===== src/rtl/core/jse_pkg.sv =====
// Shared types, constants and helpers for the JSON string escaper.
`timescale 1ns / 1ps
package jse_pkg;

  localparam int QDEPTH = 4;
  localparam int QAW    = $clog2(QDEPTH);

  localparam logic [7:0] CH_QUOTE  = 8'h22;
  localparam logic [7:0] CH_BSLASH = 8'h5C;
  localparam logic [7:0] CH_U      = 8'h75;
  localparam logic [7:0] CH_ZERO   = 8'h30;
  localparam logic [7:0] CH_LOWA   = 8'h61;
  localparam logic [7:0] CTRL_TOP  = 8'h20;

  // Output slots of one item: open quote, up to six escape bytes, close quote.
  localparam logic [2:0] SLOT_OPEN   = 3'd0;
  localparam logic [2:0] SLOT_FIRST  = 3'd1;
  localparam logic [2:0] SLOT_SECOND = 3'd2;
  localparam logic [2:0] SLOT_ZERO_A = 3'd3;
  localparam logic [2:0] SLOT_ZERO_B = 3'd4;
  localparam logic [2:0] SLOT_HEX_HI = 3'd5;
  localparam logic [2:0] SLOT_HEX_LO = 3'd6;
  localparam logic [2:0] SLOT_CLOSE  = 3'd7;

  typedef enum logic [1:0] {
    KIND_NONE,
    KIND_PLAIN,
    KIND_SHORT,
    KIND_UNICODE
  } kind_t;

  typedef struct packed {
    logic [7:0] in_byte;
    logic       has_byte;
    logic       starts_string;
    logic       ends_string;
  } in_item_t;

  typedef struct packed {
    logic [7:0] out_byte;
    logic       run_end;
    logic       string_end;
  } out_item_t;

  // Classified item: which slots emit, and what the escape slots need.
  typedef struct packed {
    logic [7:0] mask;
    kind_t      kind;
    logic [7:0] data;
  } desc_t;

  function automatic logic [7:0] hex_char(input logic [3:0] n);
    logic [7:0] c;
    if (n < 4'd10) c = CH_ZERO + {4'd0, n};
    else c = CH_LOWA + {4'd0, n} - 8'd10;
    return c;
  endfunction

  function automatic logic [7:0] slot_byte(input kind_t kind, input logic [7:0] data,
                                           input logic [2:0] slot);
    logic [7:0] c;
    c = CH_QUOTE;
    case (slot)
      SLOT_OPEN, SLOT_CLOSE: c = CH_QUOTE;
      SLOT_FIRST:  c = (kind == KIND_PLAIN) ? data : CH_BSLASH;
      SLOT_SECOND: c = (kind == KIND_UNICODE) ? CH_U : data;
      SLOT_ZERO_A, SLOT_ZERO_B: c = CH_ZERO;
      SLOT_HEX_HI: c = hex_char(data[7:4]);
      SLOT_HEX_LO: c = hex_char(data[3:0]);
      default: c = CH_QUOTE;
    endcase
    return c;
  endfunction

endpackage


===== src/rtl/core/jse_front.sv =====
// Front end: accept items, classify the byte and build a slot descriptor.
`timescale 1ns / 1ps
module jse_front import jse_pkg::*; (
  input  logic     src_valid,
  output logic     src_stall,
  input  in_item_t src_item,
  input  logic     q_full,
  output logic     push,
  output desc_t    push_desc
);

  kind_t      kind;
  logic [7:0] data;
  logic [7:0] mid;

  always_comb begin
    kind = KIND_PLAIN;
    data = src_item.in_byte;
    unique case (src_item.in_byte)
      8'h22: data = CH_QUOTE;
      8'h5C: data = CH_BSLASH;
      8'h0A: data = 8'h6E;
      8'h0D: data = 8'h72;
      8'h09: data = 8'h74;
      8'h08: data = 8'h62;
      8'h0C: data = 8'h66;
      default: data = src_item.in_byte;
    endcase
    if (src_item.in_byte == 8'h22 || src_item.in_byte == 8'h5C ||
        src_item.in_byte == 8'h0A || src_item.in_byte == 8'h0D ||
        src_item.in_byte == 8'h09 || src_item.in_byte == 8'h08 ||
        src_item.in_byte == 8'h0C) begin
      kind = KIND_SHORT;
    end else if (src_item.in_byte < CTRL_TOP) begin
      kind = KIND_UNICODE;
    end
    if (!src_item.has_byte) kind = KIND_NONE;

    unique case (kind)
      KIND_PLAIN:   mid = 8'b0000_0010;
      KIND_SHORT:   mid = 8'b0000_0110;
      KIND_UNICODE: mid = 8'b0111_1110;
      default:      mid = 8'b0000_0000;
    endcase
    push_desc.mask = mid | {src_item.ends_string, 6'd0, src_item.starts_string};
    push_desc.kind = kind;
    push_desc.data = data;
  end

  assign src_stall = q_full;
  // Drop items that produce nothing; they never enter the queue.
  assign push = src_valid && !q_full && (push_desc.mask != 8'd0);

endmodule


===== src/rtl/core/jse_queue.sv =====
// Small descriptor queue between the front end and the serializer.
`timescale 1ns / 1ps
module jse_queue import jse_pkg::*; (
  input  logic  clk,
  input  logic  rst,
  input  logic  push,
  input  desc_t push_desc,
  input  logic  pop,
  output desc_t head,
  output logic  full,
  output logic  empty
);

  desc_t          mem [QDEPTH];
  logic [QAW-1:0] wptr;
  logic [QAW-1:0] rptr;
  logic [QAW:0]   count;

  assign full  = (count == (QAW+1)'(QDEPTH));
  assign empty = (count == '0);
  assign head  = mem[rptr];

  always_ff @(posedge clk) begin
    if (push) mem[wptr] <= push_desc;
  end

  always_ff @(posedge clk) begin
    if (rst) begin
      wptr  <= '0;
      rptr  <= '0;
      count <= '0;
    end else begin
      if (push) wptr <= wptr + 1'b1;
      if (pop) rptr <= rptr + 1'b1;
      if (push && !pop) count <= count + 1'b1;
      else if (pop && !push) count <= count - 1'b1;
    end
  end

endmodule


===== src/rtl/core/jse_back.sv =====
// Back end: walk each descriptor's slots and drive one output byte per cycle while the output is not stalled.
`timescale 1ns / 1ps
module jse_back import jse_pkg::*; (
  input  logic      clk,
  input  logic      rst,
  input  desc_t     head,
  input  logic      empty,
  output logic      pop,
  output logic      dst_valid,
  input  logic      dst_stall,
  output out_item_t dst_item
);

  logic [7:0] rem;
  kind_t      kind;
  logic [7:0] data;

  logic [7:0] cur_mask;
  kind_t      cur_kind;
  logic [7:0] cur_data;
  logic [7:0] rem_next;
  logic [2:0] slot;
  logic       avail;
  logic       advance;

  always_comb begin
    if (rem != 8'd0) begin
      cur_mask = rem;
      cur_kind = kind;
      cur_data = data;
    end else begin
      cur_mask = head.mask;
      cur_kind = head.kind;
      cur_data = head.data;
    end
    slot = SLOT_CLOSE;
    for (int i = 7; i >= 0; i--) begin
      if (cur_mask[i]) slot = 3'(i);
    end
    rem_next = cur_mask & (cur_mask - 8'd1);
  end

  assign avail   = (rem != 8'd0) || !empty;
  assign advance = avail && (!dst_valid || !dst_stall);
  assign pop     = advance && (rem == 8'd0);

  always_ff @(posedge clk) begin
    if (rst) begin
      rem       <= '0;
      dst_valid <= 1'b0;
    end else begin
      if (advance) begin
        rem       <= rem_next;
        dst_valid <= 1'b1;
      end else if (!dst_stall) begin
        dst_valid <= 1'b0;
      end
    end
  end

  always_ff @(posedge clk) begin
    if (pop) begin
      kind <= head.kind;
      data <= head.data;
    end
    if (advance) begin
      dst_item.out_byte   <= slot_byte(cur_kind, cur_data, slot);
      dst_item.run_end    <= (rem_next == 8'd0);
      dst_item.string_end <= (slot == SLOT_CLOSE);
    end
  end

endmodule


===== src/rtl/core/json_string_escaper.sv =====
// JSON string escaper: an accepted item is written into the queue, and its first output byte
// is then registered in the output register. Output runs at one byte per cycle while the
// receiver does not stall; an item produces 1 to 8 bytes, and items with nothing to emit
// never enter the queue. Input takes one item per cycle while the 4-entry queue has room.
// Synchronous reset empties the queue and the output register; no clearing pass.
`timescale 1ns / 1ps
module json_string_escaper import jse_pkg::*; (
  input  logic      clk,
  input  logic      rst,
  input  logic      src_valid,
  output logic      src_stall,
  input  in_item_t  src_item,
  output logic      dst_valid,
  input  logic      dst_stall,
  output out_item_t dst_item
);

  logic  push;
  desc_t push_desc;
  logic  pop;
  desc_t head;
  logic  q_full;
  logic  q_empty;

  jse_front u_front (
    .src_valid (src_valid),
    .src_stall (src_stall),
    .src_item  (src_item),
    .q_full    (q_full),
    .push      (push),
    .push_desc (push_desc)
  );

  jse_queue u_queue (
    .clk       (clk),
    .rst       (rst),
    .push      (push),
    .push_desc (push_desc),
    .pop       (pop),
    .head      (head),
    .full      (q_full),
    .empty     (q_empty)
  );

  jse_back u_back (
    .clk       (clk),
    .rst       (rst),
    .head      (head),
    .empty     (q_empty),
    .pop       (pop),
    .dst_valid (dst_valid),
    .dst_stall (dst_stall),
    .dst_item  (dst_item)
  );

endmodule


===== config.mk =====
export PLATFORM = sky130hd
export DESIGN_NAME = json_string_escaper
export DESIGN_NICKNAME = d
export VERILOG_FILES = /design/src/rtl/core/jse_pkg.sv /design/src/rtl/core/jse_front.sv /design/src/rtl/core/jse_queue.sv /design/src/rtl/core/jse_back.sv /design/src/rtl/core/json_string_escaper.sv
export SDC_FILE = /design/constraint.sdc
export NUM_CORES = 1
export LEC_CHECK = 0
export BUFFER_PORTS_ARGS = -buffer_cell sky130_fd_sc_hd__clkbuf_2
export CORE_ASPECT_RATIO = 1.25
export CORE_UTILIZATION = 41
export DETAILED_ROUTE_END_ITERATION = 7
export PLACE_DENSITY = 0.55
export REMOVE_ABC_BUFFERS = 1
export SLEW_MARGIN = 15
export SYNTH_ARGS = -nofsm -noshare
export SYNTH_HDL_FRONTEND = slang
export SYNTH_SLANG_ARGS = --single-unit

===== constraint.sdc =====
create_clock -name clk -period 7.6 [get_ports clk]
set_clock_uncertainty 0.1 [all_clocks]
set_input_delay 0.76 -clock clk [delete_from_list [all_inputs] [get_ports clk]]
set_output_delay 0.76 -clock clk [all_outputs]
set_load 0.05 [all_outputs]

==> summary.md, run 1 <==
| Metric | Value |
|---|---|
| Run status | complete, no violations |
| CP max stage delay | 680 ps |
| GR Util met3 | 4.25% |
| Register area share after synthesis | ~60% |
| Final min period | 3980 ps |
| WHS Path Cells | 2 |
| #FFs+latches synth | 97 |
| Worst R2R Path Depth | 11 |
| Met2 Track Usage GR | 27.4% |
| Top cell by count, worst path | inv_1 |
| Root Driver | clkbuf_16 |
| Core Footprint | about 0.011 mm2 |
| Gr busiest metal | met2 |
| Worst-path clk slew | 70 ps |
| Router iterations before antenna repair | 4 |
| Dpl cells | 471 |
| Rel. slew slack | between 30% and 40% |
| Clk sinks | 97 |
| Setup TNS | 0 ps |
| Final Hold Vio Count | 0 |
| Initial antenna violation count | 0 |
| Crit. Startpoint | u_back.rem[4]$_SDFFE_PP0P_ |
| Largest net degree at the start of global routing | 17 |
| Met1 usage in global routing | around a fifth |
| Die height | 120 um |
| CP max FO | 16 |
| Worst reg2reg path startpoint | u_back.rem[4]$_SDFFE_PP0P_ |
| Post-CTS Repair Setup Buffers | 0 |
| Non-filler cells in the finished layout | 487 |
| Final Cycle Share | a little over half |
| Cell Rows | 42 |
| Share of cells above drive strength 1 | 18.3% |
| Critical-path cell list | nor4_4 > and3_1 > a22o_1 > inv_1 > nand2_1 > ha_1 > inv_1 > fa_1 > xor2_1 > or3_1 > a21oi_1 |
| Synth Flop Type | edfxtp_1 |
| Worst slew pin tran | roughly 960 ps |
| Max Fclk | ~250 MHz |
| Pins Over Slew Limit | 0 |
| Final antenna-violating net count | 0 |
| Worst min-delay path class | reg -> reg |
| Endpoints failing setup | 0 |
| CP endpoint kind | flip-flop |
| Post-CTS resize count | 0 |
| Layout net count | approximately 370 |
| CTS tree | yes |
| CTS Buf Count | 9 |
| Clock tree buffer depth | 2 |
| Commonest non-fill, non-tap cell in the layout | edfxtp_1 |
| CP Capture Point | u_queue.count[2]$_SDFFE_PP0P_ |
| Vias in the first global route | 2704 |
| Global Route Usage Sum | 16.4% |
| Routability cong. | around 0.77 |
| Initial core utilization | between 40 and 50% |
| Die W | 96.2 um |
| WP data arrival | 4140 ps |
| Worst-Skew Late Latency | 330 ps |
| Yosys cell types | 63 |
| Iter 0 DRT Violations | slightly above 70 |
| IO Port Bufs | 26 |
| Crit path launch type | flip-flop |
| RSZ-0062 raised after global routing | false |
| Reg-to-reg endpoint | u_queue.count[2]$_SDFFE_PP0P_ |
| Via density | 5.54 |
| R2R setup slack | 3620 ps |
| Fraction of registers with async set or reset after synthesis | 0% |
| Die area | 0.0115 mm2 |
| Syn avg cell area | 13.9 um2 |
| Post-synth EDFFs | 80 |
| WP data required | 7770 ps |
| Post-DR wirelength/cell | 17.2 um |
| Cells after synthesis | 328 |
| # diodes | 0 |
| Syn Std Cell Area | between 0.004 and 0.005 mm2 |
| First-pass GRT wire length | between 10000 and 15000 um |
| H-Tree Level Count | 3 |
| CP max stage cell | and3_1 |
| CTS Hold Bufs | 0 |
| Synth-to-layout area growth | 11.0% |
| Total congestion overflow | 0 |
| Routed WL | 8370 um |
| Max cap viols | 0 |
| Commonest cells after routing, fill and taps aside | edfxtp_1, clkbuf_2, nor2_1, nand2_1, dfxtp_1 |
| Io pins | 27 |
| Post-DP HPWL | 5830 um |
| Ys Warns | 0 |
| Critical path class | reg -> reg |
| Via count | 2700 |
| DRC | 0 |
-- worst min path at each step --
stage / from / to / slack (ps)
CTS: u_back.rem[2]$_SDFFE_PP0P_ / u_back.rem[2]$_SDFFE_PP0P_ / 390
global route: u_back.rem[2]$_SDFFE_PP0P_ / u_back.rem[2]$_SDFFE_PP0P_ / 410
finish: u_back.rem[2]$_SDFFE_PP0P_ / u_back.rem[2]$_SDFFE_PP0P_ / 400
floorplan: u_back.rem[2]$_SDFFE_PP0P_ / u_back.rem[2]$_SDFFE_PP0P_ / 350
global placement: u_queue.count[2]$_SDFFE_PP0P_ / u_queue.count[2]$_SDFFE_PP0P_ / 380
detailed placement: u_back.rem[2]$_SDFFE_PP0P_ / u_back.rem[2]$_SDFFE_PP0P_ / 390
-- layer usage --
metal	wire [um]	up-vias	share of wire, %
li1	-	1315	-
met1	3650	1328	44
met2	4340	49	52
met3	252	8	3.0
met4	131	0	1.6
met5	0	-	0
-- metrics by stage --
| stage | area (um2) | setup WS (ps) | util, % | hold WS, ps |
|---|---|---|---|---|
| 2_1_floorplan | 4460 | 4150 | - | 355 |
| 3_3_place_gp | 4760 | 3740 | 44.6 | 381 |
| 3_5_place_dp | 4760 | 3630 | 44.6 | 386 |
| 4_1_cts | 5040 | 3610 | 47.3 | 395 |
| 5_1_grt | 5040 | 3350 | 47.3 | 411 |
| 6_report | 5040 | 3620 | 47.3 | 397 |
-- synth_stat cells (2+ instances only) --
master	count	share of area, %
dfxtp_1	17	7.5
ha_1	7	1.9
edfxtp_1	80	53
o221ai_1	2	0.39
o22ai_1	3	0.41
a31oi_1	4	0.55
nand2_1	18	1.5
nor3b_1	2	0.33
nor3_1	6	0.66
a211o_1	2	0.39
a21o_1	3	0.50
nor2_1	23	1.9
xnor2_1	3	0.58
nand4_1	5	0.69
nand4b_1	2	0.39
buf_6	2	0.50
clkbuf_1	7	0.58
and2_1	6	0.83
and4_1	3	0.58
or2_2	2	0.28
nand3_1	4	0.44
mux4_2	12	5.9
o31ai_1	3	0.50
a211oi_1	8	1.3
nand2b_1	5	0.69
mux2i_1	8	1.8
o21ai_0	5	0.55
mux4_1	3	1.7
o211ai_1	3	0.50
inv_1	16	1.3
or3_1	2	0.28
or4bb_1	2	0.50
buf_4	2	0.33
a21oi_1	16	1.8
xor2_1	4	0.77
nor2b_1	8	1.1
buf_2	4	0.44
-- registers in the layout, indices dropped and copies added, names as in the netlist, named ones only --
| name | cells |
|---|---|
| u_back.dst_item | 10 |
| u_queue.rptr | 2 |
| u_queue.count | 3 |
| u_back.rem | 7 |
| u_queue.wptr | 2 |
| u_back.dst_valid | 1 |
| u_back.data | 8 |
| u_back.kind | 2 |
| u_queue.mem | 60 |
-- cell type report --
cell class | instances | area, um2
sequential | 97 | 2740
fill | 980 | 5620
timing repair buffer | 26 | 130
tap | 132 | 165
clock inverter | 6 | 58.8
inverter | 16 | 60.1
clock buffer | 10 | 229
multi-input combinational | 200 | 1660
-- cells by family (layout without fill, tap and decap cells) --
group,Yosys count,count (layout),synth area share [%]
and+or+nand+nor,99,99,12.8
DFF,97,97,60.3
AOI/OAI and AO/OA,62,62,10.3
buffers and inverters,31,58,3.17
muxes,23,23,9.44
adders and majority gates,9,9,2.59
xor gates and xnor gates,7,7,1.35
-- critical path, delay by kind of cell, from the launching register on --
kind                       cells  cell delay [ps]
DFF                            1              390
AOI/OAI and AO/OA              2              470
and+or+nand+nor                4             1810
xor gates and xnor gates       1              160
buffers and inverters          2              370
adders and majority gates      2              610
Power of run 1 is not shown: default switching activity piles up to over one toggle a cycle in this logic, so the estimate is an artifact.
==> inputs of run 2 (changes only) <==
Clock period 7.6 ns to 4.2 ns, I/O delays scaled along.
==> run 2 against run 1 <==
Effect of this change:
- maximum frequency is 17% higher
- global-route usage is 0.076 points higher
- clock-buffer cell count is 1 lower
- via count is 0.33% lower
- final area is 1.5% higher
- cell count is 1.0% higher
- non-clock buffer count is 5 higher
- utilization is 0.73 points higher
- critical path depth is 5 lower
- flip-flop and latch count stayed put
- register-to-register slack worse by 2800 ps
==> summary.md, run 2 (synthesis gave the netlist of run 1 again) <==
| Metric | Value |
|---|---|
| Run status | complete, no violations (unchanged) |
| Worst min-delay path class | in -> reg (was reg -> reg) |
| Root Driver | clkbuf_16 (unchanged) |
| Worst-Skew Late Latency | 340 ps (was 330 ps) |
| Largest net degree at the start of global routing | 18 (was 17) |
| Final min period | 3390 ps (was 3980 ps) |
| WP data required | 4320 ps (was 7770 ps) |
| Global Route Usage Sum | 16.5% (was 16.4%) |
| Crit path launch type | flip-flop (unchanged) |
| Filler Cells Inserted | 946 (was 980) |
| Biggest regs | u_queue.mem (60), u_back.dst_item (10), u_back.data (8) (unchanged) |
| IO Port Bufs | 26 (unchanged) |
| Cell Rows | 42 (unchanged) |
| Share of cells above drive strength 1 | 20.3% (was 18.3%) |
| CP endpoint kind | flip-flop (unchanged) |
| Router iterations before antenna repair | 6 (was 4) |
| Initial antenna violation count | 0 (unchanged) |
| Post-DR wirelength/cell | 17.2 um (about the same) |
| Die W | 96.2 um (unchanged) |
| Post-CTS resize count | 0 (unchanged) |
| Iter 0 DRT Violations | 134 (was 71) |
| Biggest register | u_queue.mem (unchanged) |
| R2R setup slack | 810 ps (was 3620 ps) |
| Vias in the first global route | 2682 (was 2704) |
| Pins Over Slew Limit | 0 (unchanged) |
| Layout net count | 378 (was 373) |
| Sequential Area | 0.00274 mm2 (unchanged) |
| Max cap viols | 0 (unchanged) |
| CTS Hold Bufs | 0 (unchanged) |
| Worst R2R Path Depth | 6 (was 11) |
| Worst-path clk slew | 70 ps (about the same) |
| CP max FO | 11 (was 16) |
| RSZ-0062 raised after global routing | false (unchanged) |
| WP data arrival | 3510 ps (was 4140 ps) |
| Core Footprint | 0.0107 mm2 (unchanged) |
| Die area | 0.0115 mm2 (unchanged) |
| Critical path class | reg -> reg (unchanged) |
| Setup TNS | 0 ps (unchanged) |
| Via count | 2691 (was 2700) |
| Io pins | 27 (unchanged) |
| Initial core utilization | 42.6% (unchanged) |
| Multi-input gate area | 0.00166 mm2 (unchanged) |
| Max Fclk | 295 MHz (was 252 MHz) |
| DRC | 0 (unchanged) |
| Synth-to-layout area growth | 12.7% (was 11.0%) |
| Post-CTS Repair Setup Buffers | 0 (unchanged) |
| Commonest non-fill, non-tap cell in the layout | edfxtp_1 (unchanged) |
| CTS tree | yes (unchanged) |
| Routed WL | 8450 um (was 8370 um) |
| CP Capture Point | u_back.dst_item[6]$_SDFFCE_PN0P_ (was u_queue.count[2]$_SDFFE_PP0P_) |
| Routability cong. | 0.780 (was 0.770) |
| CTS Buf Count | 9 (unchanged) |
| Endpoints failing setup | 0 (unchanged) |
| Die height | 120 um (unchanged) |
| H-Tree Level Count | 3 (unchanged) |
| Reg-to-reg endpoint | u_back.dst_item[6]$_SDFFCE_PN0P_ (was u_queue.count[2]$_SDFFE_PP0P_) |
| Via density | 5.47 (was 5.54) |
| Largest register FFs | 60 (unchanged) |
| Commonest cells after routing, fill and taps aside | edfxtp_1, clkbuf_2, nor2_1, nand2_1, dfxtp_1 (unchanged) |
| Total congestion overflow | 0 (unchanged) |
| Final Cycle Share | 80.7% (was 52.3%) |
| First-pass GRT wire length | 13900 um (about the same) |
| Rel. slew slack | 45.4% (was 36.2%) |
| # diodes | 0 (unchanged) |
| WHS Path Cells | 1 (was 2) |
| Clock tree buffer depth | 2 (unchanged) |
| Worst slew pin tran | 819 ps (was 956 ps) |
| Clk sinks | 97 (unchanged) |
| Final antenna-violating net count | 0 (unchanged) |
| Final Hold Vio Count | 0 (unchanged) |
| Post-DP HPWL | 6070 um (was 5830 um) |
[run 2: cell count changes in the layout (fill, tap and decap cells not counted), sizes merged]
cell / before / now
clkinvlp: 1 / 2
inv: 16 / 18
bufinv: 1 / 2
clkbuf: 36 / 35
clkinv: 4 / 1
buf: 0 / 5
[run 2: cell type report]
class                           count  area share, %
Sequential cell                    97           53.5
Clock buffer                        9           4.40
Clock inverter                      7           2.00
Multi-Input combinational cell    200           32.4
Tap cell                          132           3.22
Timing Repair Buffer               31           3.27
Inverter                           16           1.17
[run 2: per-stage QoR]
step	cell area, um2	util (%)	hold slack [ps]	worst slack [ps]	std cells
finish	5120	48.0	226	812	492
global route	5120	48.0	224	662	492
CTS	5120	48.0	222	785	492
detailed placement	4790	44.9	388	804	476
global placement	4790	44.9	380	868	476
floorplan	4460	-	355	751	313
[run 2: worst max-delay path, stage by stage (launching register included)]
cell	delay [ps]
dfxtp_1	760
mux4_1	690
o2111ai_2	250
nand4_1	530
or4b_4	690
a21oi_1	130
a211o_1	120
[run 2: metal layers]
layer	track usage (%)	vias up	part of all wire (%)
met5	0	-	0
met4	8.58	0	2.8
met3	2.72	14	2.6
met2	26.7	52	50
met1	20.9	1307	45
li1	-	1318	-
[run 2: worst min-delay path by stage]
stage,startpoint,endpoint,slack (ps)
global route,src_item[0],u_queue.mem[0][17]$_DFFE_PP_,220
global placement,u_queue.count[2]$_SDFFE_PP0P_,u_queue.count[2]$_SDFFE_PP0P_,380
detailed placement,u_queue.count[2]$_SDFFE_PP0P_,u_queue.count[2]$_SDFFE_PP0P_,390
CTS,src_item[0],u_queue.mem[1][17]$_DFFE_PP_,220
finish,src_item[1],u_queue.mem[1][10]$_DFFE_PP_,230
floorplan,u_back.rem[2]$_SDFFE_PP0P_,u_back.rem[2]$_SDFFE_PP0P_,350
Power of run 2 is left out for the same reason.
==> inputs of run 3 (changes only) <==
Settings changed: ABC_AREA from default to 1, PLACE_DENSITY 0.55 to 0.57.
Clock period 4.2 ns to 2.9 ns, I/O delays scaled along.
==> run 3 against run 2 <==
Effect of this change:
- flip-flop and latch count stayed put
- sequential share of layout area is 2.5 points lower
- global-route usage up 0.66 points
- worst hold slack worse by 120 ps
- area after synthesis is 5.7% higher
- clock-buffer cell count did not move
- final area increased by 4.8%
==> summary.md, run 3 <==
| Metric | Value |
|---|---|
| Largest register FFs | 60 (unchanged) |
| CTS Buf Count | 9 (unchanged) |
| Most frequent cell after synthesis | nand2_1 (was edfxtp_1) |
| Commonest non-fill, non-tap cell in the layout | nand2_1 (was edfxtp_1) |
| Multi-input gate area | 0.00170 mm2 (was 0.00166 mm2) |
| Crit path launch type | flip-flop (unchanged) |
| Register area share after synthesis | 57.1% (was 60.3%) |
| Synth Flop Type | edfxtp_1 (unchanged) |
| Via count | 3444 (was 2691) |
| CP max FO | 9 (was 11) |
| WP data required | 3020 ps (was 4320 ps) |
| Total congestion overflow | 0 (unchanged) |
| CP max stage delay | 430 ps (was 760 ps) |
| Top cells by area, synth | edfxtp_1, nand2_1, dfxtp_1, inv_1, nand3_1 (was edfxtp_1, dfxtp_1, mux4_2, ha_1, nor2_1) |
| Clock tree buffer depth | 2 (unchanged) |
| DRC | 0 (unchanged) |
| Largest net degree at the start of global routing | 31 (was 18) |
| RSZ-0062 raised after global routing | false (unchanged) |
| Io pins | 27 (unchanged) |
| Layout net count | 576 (was 378) |
| Initial core utilization | 42.7% (was 42.6%) |
| Fraction of registers with async set or reset after synthesis | 0% (unchanged) |
| Post-DP HPWL | 6790 um (was 6070 um) |
| Die height | 123 um (was 120 um) |
| Synth top area share | 50.0% (was 52.8%) |
| WP data arrival | 2520 ps (was 3510 ps) |
| Run status | complete, no violations (unchanged) |
| Final Hold Vio Count | 0 (unchanged) |
| Post-DR wirelength/cell | 13.6 um (was 17.2 um) |
| Routed WL | 9400 um (was 8450 um) |
| Commonest cells after routing, fill and taps aside | nand2_1, edfxtp_1, inv_1, nand3_1, nor2_1 (was edfxtp_1, clkbuf_2, nor2_1, nand2_1, dfxtp_1) |
| Syn Std Cell Area | 0.00480 mm2 (was 0.00455 mm2) |
| First-pass GRT wire length | 16000 um (was 13900 um) |
| Sequential Area | 0.00274 mm2 (unchanged) |
| Max cap viols | 0 (unchanged) |
| Cell Rows | 43 (was 42) |
| Core Footprint | 0.0112 mm2 (was 0.0107 mm2) |
| Critical path class | reg -> reg (unchanged) |
| Rel. slew slack | 66.3% (was 45.4%) |
| Max Fclk | 417 MHz (was 295 MHz) |
| Met1 usage in global routing | 21.0% (was 20.9%) |
| Biggest regs | u_queue.mem (60), u_back.dst_item (10), u_back.data (8) (unchanged) |
| #FFs+latches synth | 97 (unchanged) |
| Root Driver | clkbuf_16 (unchanged) |
| Cells after synthesis | 522 (was 328) |
| Final Cycle Share | 82.6% (was 80.7%) |
| Critical-path cell list | nor2_1 > nand2_2 > nor2_8 > a31oi_2 > nand2_2 > ha_1 > inv_1 > fa_1 > a21oi_1 > o21ai_0 > o21ai_0 > a21oi_1 (was mux4_1 > o2111ai_2 > nand4_1 > or4b_4 > a21oi_1 > a211o_1) |
| Ys Warns | 0 (unchanged) |
| # diodes | 0 (unchanged) |
| CTS tree | yes (unchanged) |
| Synth-to-layout area growth | 11.8% (was 12.7%) |
| Worst slew pin tran | 505 ps (was 819 ps) |
| Post-synth EDFFs | 80 (unchanged) |
| IO Port Bufs | 26 (unchanged) |
| Largest area contributor in the netlist | edfxtp_1 (unchanged) |
| Worst-path clk slew | 70 ps (about the same) |
| Share of cells above drive strength 1 | 15.1% (was 20.3%) |
| Final antenna-violating net count | 0 (unchanged) |
| Gr busiest metal | met2 (unchanged) |
| Worst-Skew Late Latency | 330 ps (was 340 ps) |
| GR Util met3 | 2.15% (was 2.72%) |
| Initial antenna violation count | 0 (unchanged) |
| HP Start | src_item[1] (unchanged) |
| Via density | 4.97 (was 5.47) |
| Die W | 98.8 um (was 96.2 um) |
| Die area | 0.0122 mm2 (was 0.0115 mm2) |
| Worst reg2reg path startpoint | u_back.rem[5]$_SDFFE_PP0P_ |
| Biggest register | u_queue.mem (unchanged) |
| Vias in the first global route | 3331 (was 2682) |
| Routability cong. | 0.904 (was 0.780) |
| Filler Cells Inserted | 1014 (was 946) |
| R2R setup slack | 500 ps (was 810 ps) |
| Router iterations before antenna repair | 4 (was 6) |
| Worst R2R Path Depth | 12 (was 6) |
| Pins Over Slew Limit | 0 (unchanged) |
| Post-CTS resize count | 0 (unchanged) |
| Worst min-delay path class | in -> reg (unchanged) |
| CTS Hold Bufs | 0 (unchanged) |
| Post-CTS Repair Setup Buffers | 0 (unchanged) |
| Hold Path Sink | u_queue.mem[2][10]$_DFFE_PP_ (was u_queue.mem[1][10]$_DFFE_PP_) |
| H-Tree Level Count | 3 (unchanged) |
| Setup TNS | 0 ps (unchanged) |
| Syn avg cell area | 9.20 um2 (was 13.9 um2) |
| Met2 Track Usage GR | 30.1% (was 26.7%) |
| Clk sinks | 97 (unchanged) |
| CP endpoint kind | flip-flop (unchanged) |
| Final min period | 2400 ps (was 3390 ps) |
| CP bufs+invs | 1 (was 0) |
| Yosys cell types | 38 (was 63) |
| Iter 0 DRT Violations | 144 (was 134) |
| Top Family by Delay on Critical Path | compound AO/OA/AOI/OAI gates (was simple AND/OR/NAND/NOR gates) |
| Global Route Usage Sum | 17.1% (was 16.5%) |
| CP max stage cell | fa_1 (was dfxtp_1) |
| Top cells by count, synth | nand2_1, edfxtp_1, inv_1 (was edfxtp_1, nor2_1, nand2_1) |
| Reg-to-reg endpoint | u_queue.count[2]$_SDFFE_PP0P_ (was u_back.dst_item[6]$_SDFFCE_PN0P_) |
| Endpoints failing setup | 0 (unchanged) |
| WHS Path Cells | 1 (unchanged) |
run 3: cell types whose count changed after synthesis, sizes merged, moves of 8 or more:
cell,previous run,this run
inv,16,71
nand2,18,163
mux4,15,0
mux2i,8,0
nand3,4,49
o21ai,5,37
nor2,23,36
a211oi,8,0
nor2b,8,0
run 3: cell type report:
cell class,count,area share (%)
Inverter,71,4.96
Multi-Input combinational cell,340,31.6
Timing Repair Buffer,34,3.54
Sequential cell,97,51.1
Clock buffer,9,4.19
Tap cell,135,3.15
Clock inverter,7,1.47
run 3: logic make-up (layout without fill, tap and decap cells):
| family | after synthesis | count (layout) | share of synthesized area, % |
|---|---|---|---|
| compound gates | 65 | 65 | 8.00 |
| xor+xnor | 1 | 1 | 0.182 |
| fa+ha+maj | 8 | 8 | 2.24 |
| buf+inv | 85 | 121 | 7.58 |
| flops | 97 | 97 | 57.1 |
| simple gates | 266 | 266 | 24.9 |
run 3: how the worst max path moves through the flow:
stage	startpoint	end	slack, ps	depth (start not counted)
floorplan	u_back.rem[6]$_SDFFE_PP0P_	u_queue.count[2]$_SDFFE_PP0P_	110	12
global placement	flip-flop	u_back.dst_item[3]$_SDFFCE_PN1P_	540	13
detailed placement	flip-flop	u_back.dst_item[3]$_SDFFCE_PN1P_	510	13
CTS	u_back.rem[3]$_SDFFE_PP0P_	u_queue.count[2]$_SDFFE_PP0P_	490	12
global route	u_back.rem[5]$_SDFFE_PP0P_	u_queue.count[2]$_SDFFE_PP0P_	290	12
finish	u_back.rem[5]$_SDFFE_PP0P_	u_queue.count[2]$_SDFFE_PP0P_	500	12
run 3: worst reg2reg max path, stage by stage, from the launching register on:
cell and delay [ps]:
dfxtp_1 340, nor2_1 120, nand2_2 130, nor2_8 220, a31oi_2 130, nand2_2 110, ha_1 150, inv_1 70
fa_1 430, a21oi_1 150, o21ai_0 110, o21ai_0 170, a21oi_1 60
run 3: per-layer routing:
layer  vias up  wire length, um
met4         0              187
met1      1579             4240
li1       1798                -
met5         -                0
met3        11              193
met2        56             4770
run 3: stage by stage:
step / std cells / instance area, um2 / util, % / setup slack (ps) / hold slack (ps)
after floorplan: 508 / 4710 / - / 109 / 289
after global placement: 677 / 5060 / 45.0 / 542 / 359
after detailed placement: 677 / 5060 / 45.0 / 509 / 366
after CTS: 693 / 5370 / 47.7 / 488 / 93.1
after global routing: 693 / 5370 / 47.7 / 289 / 100
final: 693 / 5370 / 47.7 / 504 / 111
Power of run 3 is left out for the same reason.
